### config.mk
export PLATFORM = sky130hd
export DESIGN_NAME = isotp_transmit_segmenter
export DESIGN_NICKNAME = d
export VERILOG_FILES = /design/src/hw/rtl/itsg_pkg.sv /design/src/hw/rtl/itsg_in_reg.sv /design/src/hw/rtl/itsg_framer.sv /design/src/hw/rtl/itsg_out_reg.sv /design/src/hw/rtl/isotp_transmit_segmenter.sv
export SDC_FILE = /design/constraint.sdc
export NUM_CORES = 1
export LEC_CHECK = 0
export BUFFER_PORTS_ARGS = -buffer_cell sky130_fd_sc_hd__buf_2
export CAP_MARGIN = 20
export CORE_MARGIN = 2
export CORE_UTILIZATION = 45
export DETAILED_ROUTE_END_ITERATION = 8
export GPL_TIMING_DRIVEN = 0
export PLACE_DENSITY = 0.61
export SLEW_MARGIN = 10
export SYNTH_ARGS = -nofsm -noshare
export SYNTH_HDL_FRONTEND = slang
export SYNTH_HIERARCHICAL = 1
export SYNTH_SLANG_ARGS = --single-unit
### constraint.sdc
create_clock -name clk -period 13.9 [get_ports clk]
set_input_delay 1.39 -clock clk [delete_from_list [all_inputs] [get_ports clk]]
set_output_delay 1.39 -clock clk [all_outputs]
set_load 0.01 [all_outputs]
### src/hw/rtl/itsg_pkg.sv
// ----------------------------------------------------------------------------
// itsg_pkg
// Shared types and constants for the transport frame segmenter.
// ----------------------------------------------------------------------------
package itsg_pkg;

	localparam int unsigned SF_MAX  = 7;   // payload bytes in a single frame
	localparam int unsigned FF_DATA = 6;   // payload bytes in a first frame
	localparam int unsigned CF_DATA = 7;   // payload bytes in a consecutive frame

	localparam logic [3:0] PCI_SINGLE = 4'h0;
	localparam logic [3:0] PCI_FIRST  = 4'h1;
	localparam logic [3:0] PCI_CONSEC = 4'h2;

	typedef enum logic [1:0] {
		KIND_SINGLE = 2'd0,
		KIND_FIRST  = 2'd1,
		KIND_CONSEC = 2'd2
	} kind_t;

	typedef struct packed {
		logic [7:0]  data_byte;
		logic [11:0] msg_length;
	} item_t;

	typedef struct packed {
		logic [10:0] can_id;
		logic [63:0] frame_bytes;
		kind_t       frame_kind;
		logic        last_frame;
	} frame_t;

	// handshake from the framer to the input and output registers
	typedef struct packed {
		logic step;   // s1 item is consumed this cycle
		logic load;   // a frame goes into the output register
	} step_ctl_t;

endpackage

### src/hw/rtl/itsg_in_reg.sv
// ----------------------------------------------------------------------------
// itsg_in_reg
// Input register stage: holds one accepted byte until the framer consumes it.
// ----------------------------------------------------------------------------
module itsg_in_reg
	import itsg_pkg::*;
(
	input  logic  clk,
	input  logic  arst_n,
	input  logic  in_valid,
	output logic  in_ready,
	input  item_t item,
	input  logic  step,
	output logic  valid_s1,
	output item_t item_s1
);

	logic take;

	assign in_ready = !valid_s1 || step;
	assign take     = in_valid && in_ready;

	always_ff @(posedge clk or negedge arst_n) begin
		if (!arst_n) begin
			valid_s1 <= 1'b0;
		end else if (take) begin
			valid_s1 <= 1'b1;
		end else if (step) begin
			valid_s1 <= 1'b0;
		end
	end

	always_ff @(posedge clk) begin
		if (take) begin
			item_s1 <= item;
		end
	end

endmodule

### src/hw/rtl/itsg_framer.sv
// ----------------------------------------------------------------------------
// itsg_framer
// Message state and frame assembly: one byte per step, builds the PCI and
// the padded payload of a frame when it closes.
// ----------------------------------------------------------------------------
module itsg_framer
	import itsg_pkg::*;
(
	input  logic        clk,
	input  logic        arst_n,
	input  logic        valid_s1,
	input  item_t       item_s1,
	input  logic        out_free,
	input  logic [10:0] frame_id,
	output step_ctl_t   ctl,
	output frame_t      frame
);

	logic [11:0] bytes_taken_q;
	logic [2:0]  frame_fill_q;
	logic [55:0] pending_q;
	logic [3:0]  seq_q;

	logic [11:0] len;
	logic        len_zero;
	logic [12:0] n_inc;
	logic [3:0]  c;
	logic [2:0]  c3;
	logic        done;
	logic        emit;
	kind_t       kind;
	logic [55:0] pending_nx;
	logic [63:0] pend64;
	logic [5:0]  sh7;
	logic [5:0]  sh6;
	logic [63:0] body7;
	logic [63:0] body6;
	logic [63:0] bytes_nx;

	assign len        = item_s1.msg_length;
	assign len_zero   = (len == 12'd0);
	assign n_inc      = {1'b0, bytes_taken_q} + 13'd1;
	assign c          = {1'b0, frame_fill_q} + 4'd1;
	assign c3         = (c > 4'(CF_DATA)) ? 3'(CF_DATA) : c[2:0];
	assign done       = (n_inc >= {1'b0, len});
	assign pending_nx = {pending_q[47:0], item_s1.data_byte};
	assign pend64     = {8'h00, pending_nx};

	always_comb begin
		if (len <= 12'(SF_MAX)) begin
			kind = KIND_SINGLE;
			emit = done || (c >= 4'(SF_MAX));
		end else if (bytes_taken_q < 12'(FF_DATA)) begin
			kind = KIND_FIRST;
			emit = done || (c >= 4'(FF_DATA)) || (n_inc >= 13'(FF_DATA));
		end else begin
			kind = KIND_CONSEC;
			emit = done || (c >= 4'(CF_DATA));
		end
	end

	// left-align the held bytes right after the pci bytes
	assign sh7   = {3'(CF_DATA) - c3, 3'b000};
	assign sh6   = (c3 <= 3'(FF_DATA)) ? {3'(FF_DATA) - c3, 3'b000} : 6'd0;
	assign body7 = pend64 << sh7;
	assign body6 = pend64 << sh6;

	always_comb begin
		case (kind)
			KIND_SINGLE: bytes_nx = {PCI_SINGLE, 1'b0, c3, 56'd0} | body7;
			KIND_FIRST:  bytes_nx = {PCI_FIRST, len, 48'd0} | {16'd0, body6[47:0]};
			KIND_CONSEC: bytes_nx = {PCI_CONSEC, seq_q, 56'd0} | body7;
			default:     bytes_nx = 64'd0;
		endcase
	end

	assign ctl.step = valid_s1 && (!emit || out_free || len_zero);
	assign ctl.load = ctl.step && emit && !len_zero;

	assign frame.can_id      = frame_id;
	assign frame.frame_bytes = bytes_nx;
	assign frame.frame_kind  = kind;
	assign frame.last_frame  = done;

	always_ff @(posedge clk or negedge arst_n) begin
		if (!arst_n) begin
			bytes_taken_q <= 12'd0;
			frame_fill_q  <= 3'd0;
			pending_q     <= 56'd0;
			seq_q         <= 4'd1;
		end else if (ctl.step && !len_zero) begin
			if (!emit) begin
				frame_fill_q  <= c3;
				bytes_taken_q <= n_inc[11:0];
				pending_q     <= pending_nx;
			end else if (done) begin
				bytes_taken_q <= 12'd0;
				frame_fill_q  <= 3'd0;
				pending_q     <= 56'd0;
				seq_q         <= 4'd1;
			end else begin
				seq_q         <= (kind == KIND_CONSEC) ? seq_q + 4'd1 : 4'd1;
				frame_fill_q  <= 3'd0;
				pending_q     <= 56'd0;
				bytes_taken_q <= n_inc[11:0];
			end
		end
	end

endmodule

### src/hw/rtl/itsg_out_reg.sv
// ----------------------------------------------------------------------------
// itsg_out_reg
// Result register: holds a finished frame until the sink takes the word.
// ----------------------------------------------------------------------------
module itsg_out_reg
	import itsg_pkg::*;
(
	input  logic   clk,
	input  logic   arst_n,
	input  logic   load,
	input  frame_t frame,
	input  logic   out_ready,
	output logic   out_valid,
	output logic   out_free,
	output frame_t frame_q
);

	assign out_free = !out_valid || out_ready;

	always_ff @(posedge clk or negedge arst_n) begin
		if (!arst_n) begin
			out_valid <= 1'b0;
		end else if (load) begin
			out_valid <= 1'b1;
		end else if (out_ready) begin
			out_valid <= 1'b0;
		end
	end

	always_ff @(posedge clk) begin
		if (load) begin
			frame_q <= frame;
		end
	end

endmodule

### src/hw/rtl/isotp_transmit_segmenter.sv
// ----------------------------------------------------------------------------
// isotp_transmit_segmenter
// Cuts a byte stream into single, first and consecutive transport frames.
// ----------------------------------------------------------------------------
// a byte that closes a frame passes the input register, then the output register
// throughput: one byte per cycle when not stalled, set by the single framer step per byte
// a waiting frame stalls the input only once the next closing byte reaches the framer
// reset: async active low, clears message state, sequence number to 1, id to 0
module isotp_transmit_segmenter
	import itsg_pkg::*;
(
	input  logic        clk,
	input  logic        arst_n,
	input  logic        cfg_valid,
	output logic        cfg_ready,
	input  logic [10:0] cfg_data,
	input  logic        in_valid,
	output logic        in_ready,
	input  logic [7:0]  data_byte,
	input  logic [11:0] msg_length,
	output logic        out_valid,
	input  logic        out_ready,
	output logic [10:0] can_id,
	output logic [63:0] frame_bytes,
	output logic [1:0]  frame_kind,
	output logic        last_frame
);

	logic [10:0] frame_id_q;
	item_t       item;
	item_t       item_s1;
	logic        valid_s1;
	logic        out_free;
	step_ctl_t   ctl;
	frame_t      frame;
	frame_t      frame_q;

	assign cfg_ready = 1'b1;

	always_ff @(posedge clk or negedge arst_n) begin
		if (!arst_n) begin
			frame_id_q <= 11'd0;
		end else if (cfg_valid && cfg_ready) begin
			frame_id_q <= cfg_data;
		end
	end

	assign item.data_byte  = data_byte;
	assign item.msg_length = msg_length;

	itsg_in_reg u_in_reg (
		.clk      (clk),
		.arst_n   (arst_n),
		.in_valid (in_valid),
		.in_ready (in_ready),
		.item     (item),
		.step     (ctl.step),
		.valid_s1 (valid_s1),
		.item_s1  (item_s1)
	);

	itsg_framer u_framer (
		.clk      (clk),
		.arst_n   (arst_n),
		.valid_s1 (valid_s1),
		.item_s1  (item_s1),
		.out_free (out_free),
		.frame_id (frame_id_q),
		.ctl      (ctl),
		.frame    (frame)
	);

	itsg_out_reg u_out_reg (
		.clk       (clk),
		.arst_n    (arst_n),
		.load      (ctl.load),
		.frame     (frame),
		.out_ready (out_ready),
		.out_valid (out_valid),
		.out_free  (out_free),
		.frame_q   (frame_q)
	);

	assign can_id      = frame_q.can_id;
	assign frame_bytes = frame_q.frame_bytes;
	assign frame_kind  = frame_q.frame_kind;
	assign last_frame  = frame_q.last_frame;

	// a waiting frame is never overwritten
	a_no_overwrite: assert property (@(posedge clk) disable iff (!arst_n)
		ctl.load |-> (!out_valid || out_ready))
		else $error("frame loaded over a word not yet taken");

	// a single frame always ends its message
	a_single_last: assert property (@(posedge clk) disable iff (!arst_n)
		(out_valid && frame_kind == KIND_SINGLE) |-> last_frame)
		else $error("single frame without last_frame");

	// pci nibble agrees with the frame kind
	a_pci_kind: assert property (@(posedge clk) disable iff (!arst_n)
		out_valid |-> ((frame_kind == KIND_SINGLE && frame_bytes[63:60] == PCI_SINGLE) ||
			(frame_kind == KIND_FIRST && frame_bytes[63:60] == PCI_FIRST) ||
			(frame_kind == KIND_CONSEC && frame_bytes[63:60] == PCI_CONSEC)))
		else $error("pci type does not match frame_kind");

	// a single frame carries between one and seven bytes
	a_single_len: assert property (@(posedge clk) disable iff (!arst_n)
		(out_valid && frame_kind == KIND_SINGLE) |->
			(frame_bytes[59:56] != 4'd0 && frame_bytes[59] == 1'b0))
		else $error("single frame length out of range");

endmodule
After elaboration in Yosys (flattened, before gate mapping)
Cells that the tools add are included.
{"block": "word_totals", "ff_bits": 178, "inputBits": 36, "elab_cells": 71}
{"block": "op_classes", "n_mux": 17, "reduce_logical": 21, "n_addsub": 5, "shifts": 2, "eq_ne": 2, "order_cmp": 8, "bitwise_logic": 3}
{"op": "64-bit one-hot mux with 3 select lines", "n": 1}
{"op": "59-bit by 64-bit OR with 64-bit output", "n": 1}
{"op": "62-bit by 64-bit OR with 64-bit output", "n": 1}
{"op": "56-bit by 6-bit << shifter with 64-bit output", "n": 1}
{"op": "61-bit by 48-bit OR with 61-bit output", "n": 1}
{"op": "56-bit by 6-bit << shifter with 48-bit output", "n": 1}
{"op": "48-bit two-way mux", "n": 1}
{"op": "12-bit two-way mux", "n": 2}
{"op": "12-bit by 1-bit adder with 13-bit output, second input constant", "n": 1}
{"op": "13-bit by 12-bit >= comparator with 1-bit output", "n": 1}
{"op": "13-bit by 3-bit >= comparator with 1-bit output, second input constant", "n": 1}
{"op": "12-bit by 3-bit <= comparator with 1-bit output, second input constant", "n": 1}
{"op": "12-bit logical NOT", "n": 1}
{"op": "12-bit by 3-bit less-than comparator with 1-bit output, second input constant", "n": 1}
{"op": "4-bit by 3-bit >= comparator with 1-bit output, second input constant", "n": 2}
{"op": "4-bit two-way mux", "n": 2}
{"op": "1-bit logical OR", "n": 7}
{"op": "1-bit two-way mux", "n": 6}
{"op": "3-bit two-way mux", "n": 2}
{"op": "6-bit two-way mux", "n": 1}
{"op": "3-bit subtractor, first input constant", "n": 2}
{"op": "1-bit logical AND", "n": 5}
{"op": "3-bit by 1-bit adder with 4-bit output, second input constant", "n": 1}
{"op": "4-bit by 1-bit adder with 4-bit output, second input constant", "n": 1}
{"op": "9 further kinds", "n": 14}

Depth between registers and ports, before layout
{"block": "logic_depth", "depth_word": 13, "mapped_depth": 18, "depth_no_buf": 14}

Modules after synthesis
The synthesis kept the hierarchy.
{"module": "itsg_framer", "area_each_um2": 7634.8, "cells_per_inst": 983, "instances": 1, "seq_area_each_um2": 1677.9}
{"module": "itsg_out_reg", "area_each_um2": 2389.8, "cells_per_inst": 81, "instances": 1, "seq_area_each_um2": 2367.3}
{"module": "itsg_in_reg", "area_each_um2": 654.4, "cells_per_inst": 24, "instances": 1, "seq_area_each_um2": 625.6}
{"module": "isotp_transmit_segmenter", "area_each_um2": 459.2, "cells_per_inst": 25, "instances": 1, "seq_area_each_um2": 275.3}

Least setup slack after synthesis
Ideal clock, no wire load.
{"block": "synth_timing", "path_kind": "flip-flop to flip-flop", "from": "register u_framer.bytes_taken_q[2]", "to": "register u_out_reg.out_valid", "period_less_slack_ns": 6.871, "t_required_ns": 13.809, "path_stages_with_launch": 15, "path_buffers": 2, "setup_ns": 0.091, "arrival_time_ns": 6.780, "slack_ns": 7.029, "cell_sequence": "dfrtp_1 buf_2 nand3_1 nor2_1 and4_1 nand3_1 xnor2_1 ha_1 and3_1 nand3_1 a311o_1 and2_1 clkbuf_1 a21oi_1 nand2b_2"}
{"element": "start, declared", "line_no": "itsg_framer.sv:19", "rtl": "logic [11:0] bytes_taken_q;"}
{"element": "start signal, assigned", "line_no": "itsg_framer.sv:94", "rtl": "bytes_taken_q <= n_inc[11:0];"}
{"element": "start signal, assigned", "line_no": "itsg_framer.sv:105", "rtl": "bytes_taken_q <= n_inc[11:0];"}
{"element": "end signal, assigned", "line_no": "itsg_out_reg.sv:22", "rtl": "out_valid <= 1'b0;"}
{"element": "end signal, assigned", "line_no": "itsg_out_reg.sv:24", "rtl": "out_valid <= 1'b1;"}
{"element": "end signal, assigned", "line_no": "itsg_out_reg.sv:26", "rtl": "out_valid <= 1'b0;"}
{"element": "end, declared", "line_no": "itsg_out_reg.sv:13", "rtl": "output logic out_valid,"}

==> impl.org <==
** Timing
- Worst setup slack after layout :: 8.29 ns
- Total count of hold-check failures in the final report :: 0
- The worst pin sits at a relative slew slack of 0.195.
- Worst-Margin Slew :: 1.19 ns
- After layout, the minimum clock period comes to 5.61 ns.
- On the final layout, the worst clock skew is 0.0166 ns.
- Unrepaired setup endpoints after global routing :: no
- Peak Freq :: 178 MHz
- For the final routed database, the setup TNS stands at 0 ns.
- Setup violations remaining at the end of the flow were counted as 0.
- Pins over their slew limit :: 0
- Share of the clock period used by the worst path :: 0.403

** Setup path
- Setup slack on the worst reg-to-reg path comes out at 8.83 ns.
- Data arrival at the endpoint of the critical path :: 4.22 ns
- Terminus of the critical flop-to-flop path :: u_out_reg/frame_q[48]
- Type of the worst setup path :: register to output pin
- Required time at the worst-slack endpoint :: 12.51 ns
- The worst setup path is captured at an output pin.
- Reg2reg path depth :: 17
- Following the worst setup path forward leads to its endpoint at in_ready.
- The worst setup path is launched from a register.
- Largest fanout of any net on the critical path :: 10
- Critical register-to-register path startpoint :: u_framer/frame_fill_q[0]
- The critical path starts at u_framer/bytes_taken_q[2].

** Floorplan
- The floorplan step set the die height to 161 microns.
- From left edge to right edge, the die measures 161 microns.
- For this configuration, the core starts out at a cell density of 0.458.
- The floorplan step defined a die boundary enclosing 26000 sq um.
- The floorplan has 57 rows.
- Pin placement for this block handled 117 I/O pins.
- In this run the standard cell core region covers 24300 sq um.

** Synth
- For this run, the leading register cell type out of synthesis is sky130_fd_sc_hd__edfxtp_1.
- Synthesis inferred 178 register bits.
- Number of synthesized flops with an enable pin :: 98
- When the netlist entered floorplanning its net count stood at 1169.
- Ys async rst share :: 0.449
- Synthesis handed over a netlist of 1113 instances.
- The Yosys step of the flow raised 6 warnings.
- The share of the Yosys chip area taken by registers is 0.444.
- The cell area that synthesis handed to floorplanning was 11100 sq um.
- Number of distinct standard cells referenced by the synthesized netlist :: 80
- Average instance area after synthesis :: 10.0 sq um

** GRT
- Summed over all layers, the global routing overflow is 0.
- Global-route wire length before repair :: 64500 microns
- The via count of the first global-routing pass was 9467.
- Across every metal layer, demand over resource in global routing totals 0.343.
- The initial antenna violation count was 0.
- Entering global routing, the biggest net connects 46 pins.

** Drt
- Drt drc :: 0
- Post-Route WL :: 44500 microns
- DRT antenna net count :: 0
- Number of iterations in the first detailed-routing pass :: 6
- After detailed routing, the average wire length per cell comes to 28.0 microns.
- Routed via count :: 10100
- Via density :: 6.32
- Initial detailed-routing violation count :: 1412

** Clock network
- Clock tree from TritonCTS :: yes
- H-tree Lvls :: 4
- Clock tree root buffer cell :: sky130_fd_sc_hd__clkbuf_16
- Maximum count of clock buffers along a single path :: 2
- Clock-pin slew was measured on the worst setup and hold paths at 0.08 ns.
- Inserted Clock Buffers :: 17
- The clock net in this run drives a total of 178 sinks.
- Number of buffers inserted for hold repair after clock tree synthesis :: 0
- Post-CTS sizing :: 0
- For the worst-skew pair, the clock arrives at the later sink with an insertion delay of 0.45 ns.
- In this run the post-CTS setup repair buffer count came out at 0.

** Power and ir drop
- The worst-case IR drop observed on VDD is 156 uV.
- Overall power consumption after layout is estimated at 3.93 mW.
- LEAKAGE :: 5.08 nW
- Dividing total power by cell area gives a power density of 305 nW/um^2.

** Place
- Detailed placement finished with a half-perimeter wire length of 33100 microns.
- At the end of routability-driven placement, the weighted congestion stood at 1.06.
- During placement, the flow inserted port buffers numbering 115.
- At the placement stage, the worst setup path has a slack of 8.81 ns.

** Cells and area
- Leading cell types in the layout, fill and taps excluded :: 148 x sky130_fd_sc_hd__buf_2, 142 x sky130_fd_sc_hd__nand2_1, 108 x sky130_fd_sc_hd__a21oi_1
- Synth-to-Final Area Change :: 15.5%
- In the final layout, the share of cells above drive strength 1 is 0.239.
- Total inserted antenna cells :: 0
- Count of filler cells inserted in the layout :: 2275
- The library cell used most frequently in the layout, excluding fill and tap cells, is sky130_fd_sc_hd__buf_2.
- At the end of the flow, the number of nets in the layout was 1310.

** Worst hold path
- The tightest min-delay check is of the register to register type.

** Flow run
- Max cap viols :: 0

** Outcome
- Result of the run :: completed
## final cells by class
class,instances,area (sq um),share of cell area
clock inverter,15,181,0.0141
tap,324,405,0.0315
clock buffer,17,425,0.0331
inverter,53,204,0.0159
sequential,178,4950,0.385
buffer,124,662,0.0515
multi-input combinational,758,5340,0.415
timing repair buffer,122,701,0.0545
## cells in the mapped netlist, types with 30 or more instances
| cell | instances | area share |
|---|---|---|
| sky130_fd_sc_hd__nand3_1 | 67 | 0.030 |
| sky130_fd_sc_hd__dfrtp_1 | 79 | 0.18 |
| sky130_fd_sc_hd__clkbuf_1 | 50 | 0.017 |
| sky130_fd_sc_hd__o31ai_4 | 30 | 0.057 |
| sky130_fd_sc_hd__nand2_1 | 142 | 0.048 |
| sky130_fd_sc_hd__a22o_1 | 33 | 0.026 |
| sky130_fd_sc_hd__buf_2 | 34 | 0.015 |
| sky130_fd_sc_hd__inv_1 | 50 | 0.017 |
| sky130_fd_sc_hd__o21ai_0 | 36 | 0.016 |
| sky130_fd_sc_hd__nor2_1 | 45 | 0.015 |
| sky130_fd_sc_hd__edfxtp_1 | 98 | 0.26 |
| sky130_fd_sc_hd__a21oi_1 | 109 | 0.049 |
## per-layer routing
metal	up-vias	track usage	routed length (microns)
met5	-	0	0
met4	0	0.144	2020
met3	120	0.0737	4500
met2	656	0.523	19700
met1	4912	0.475	18300
li1	4372	-	-
## report_power, final
part | total (mW) | switching [mW] | internal [mW]
clock network | 0.495 | 0.251 | 0.244
logic | 2.49 | 1.71 | 0.781
registers | 0.936 | 0.161 | 0.775
## flip-flops by register name (all words and copies together) (netlist names)
| signal | count |
|---|---|
| u_framer/frame_fill_q | 3 |
| u_out_reg/frame_q | 78 |
| u_in_reg/valid_s1 | 1 |
| u_out_reg/out_valid | 1 |
| u_framer/bytes_taken_q | 12 |
| frame_id_q | 11 |
| u_framer/pending_q | 48 |
| u_in_reg/item_s1 | 20 |
| u_framer/seq_q | 4 |
## through the flow
step / hold slack (ns) / util / instance area [sq um] / instances
CTS: 0.520 / 0.528 / 12800 / 1588
global route: 0.535 / 0.529 / 12900 / 1591
floorplan: 0.475 / - / 11100 / 1113
global placement: 0.493 / 0.498 / 12100 / 1552
finish: 0.515 / 0.529 / 12900 / 1591
detailed placement: 0.500 / 0.503 / 12200 / 1556
## worst max-delay path: stages (launching register included)
cell	delay (ns)
sky130_fd_sc_hd__dfrtp_1	0.32
sky130_fd_sc_hd__buf_2	0.18
sky130_fd_sc_hd__nand3_1	0.13
sky130_fd_sc_hd__nor2_1	0.19
sky130_fd_sc_hd__and4_1	0.26
sky130_fd_sc_hd__nand3_1	0.11
sky130_fd_sc_hd__xnor2_1	0.24
sky130_fd_sc_hd__ha_1	0.29
sky130_fd_sc_hd__and3_1	0.21
sky130_fd_sc_hd__a221oi_1	0.30
sky130_fd_sc_hd__o221a_1	0.29
sky130_fd_sc_hd__and2_1	0.17
sky130_fd_sc_hd__clkbuf_1	0.49
sky130_fd_sc_hd__a211oi_1	0.17
sky130_fd_sc_hd__nor2b_1	0.16
sky130_fd_sc_hd__nand2b_4	0.14
sky130_fd_sc_hd__buf_2	0.12
## how the worst min path moves through the flow
| stage | from | end | slack, ns | cells past startpoint |
|---|---|---|---|---|
| 2_1_floorplan | u_framer/pending_q[35] | u_framer/pending_q[43] | 0.48 | 2 |
| 3_3_place_gp | frame_id_q[5] | frame_id_q[5] | 0.49 | 1 |
| 3_5_place_dp | frame_id_q[3] | frame_id_q[3] | 0.50 | 1 |
| 4_1_cts | frame_id_q[5] | frame_id_q[5] | 0.52 | 1 |
| 5_1_grt | frame_id_q[2] | frame_id_q[2] | 0.53 | 1 |
| 6_report | frame_id_q[2] | frame_id_q[2] | 0.52 | 1 |
## cell families (layout without fill, tap and decap cells)
| group | after synthesis | after routing | share of synthesized area |
|---|---|---|---|
| xor gates and xnor gates | 10 | 10 | 0.00955 |
| other | 1 | 1 | 0.000337 |
| DFF | 178 | 178 | 0.444 |
| AOI/OAI and AO/OA | 365 | 365 | 0.263 |
| adders and majority gates | 20 | 20 | 0.0225 |
| buffers and inverters | 177 | 331 | 0.0777 |
| muxes | 38 | 38 | 0.0448 |
| and+or+nand+nor | 324 | 324 | 0.138 |
(Power assumes the default switching activity.)
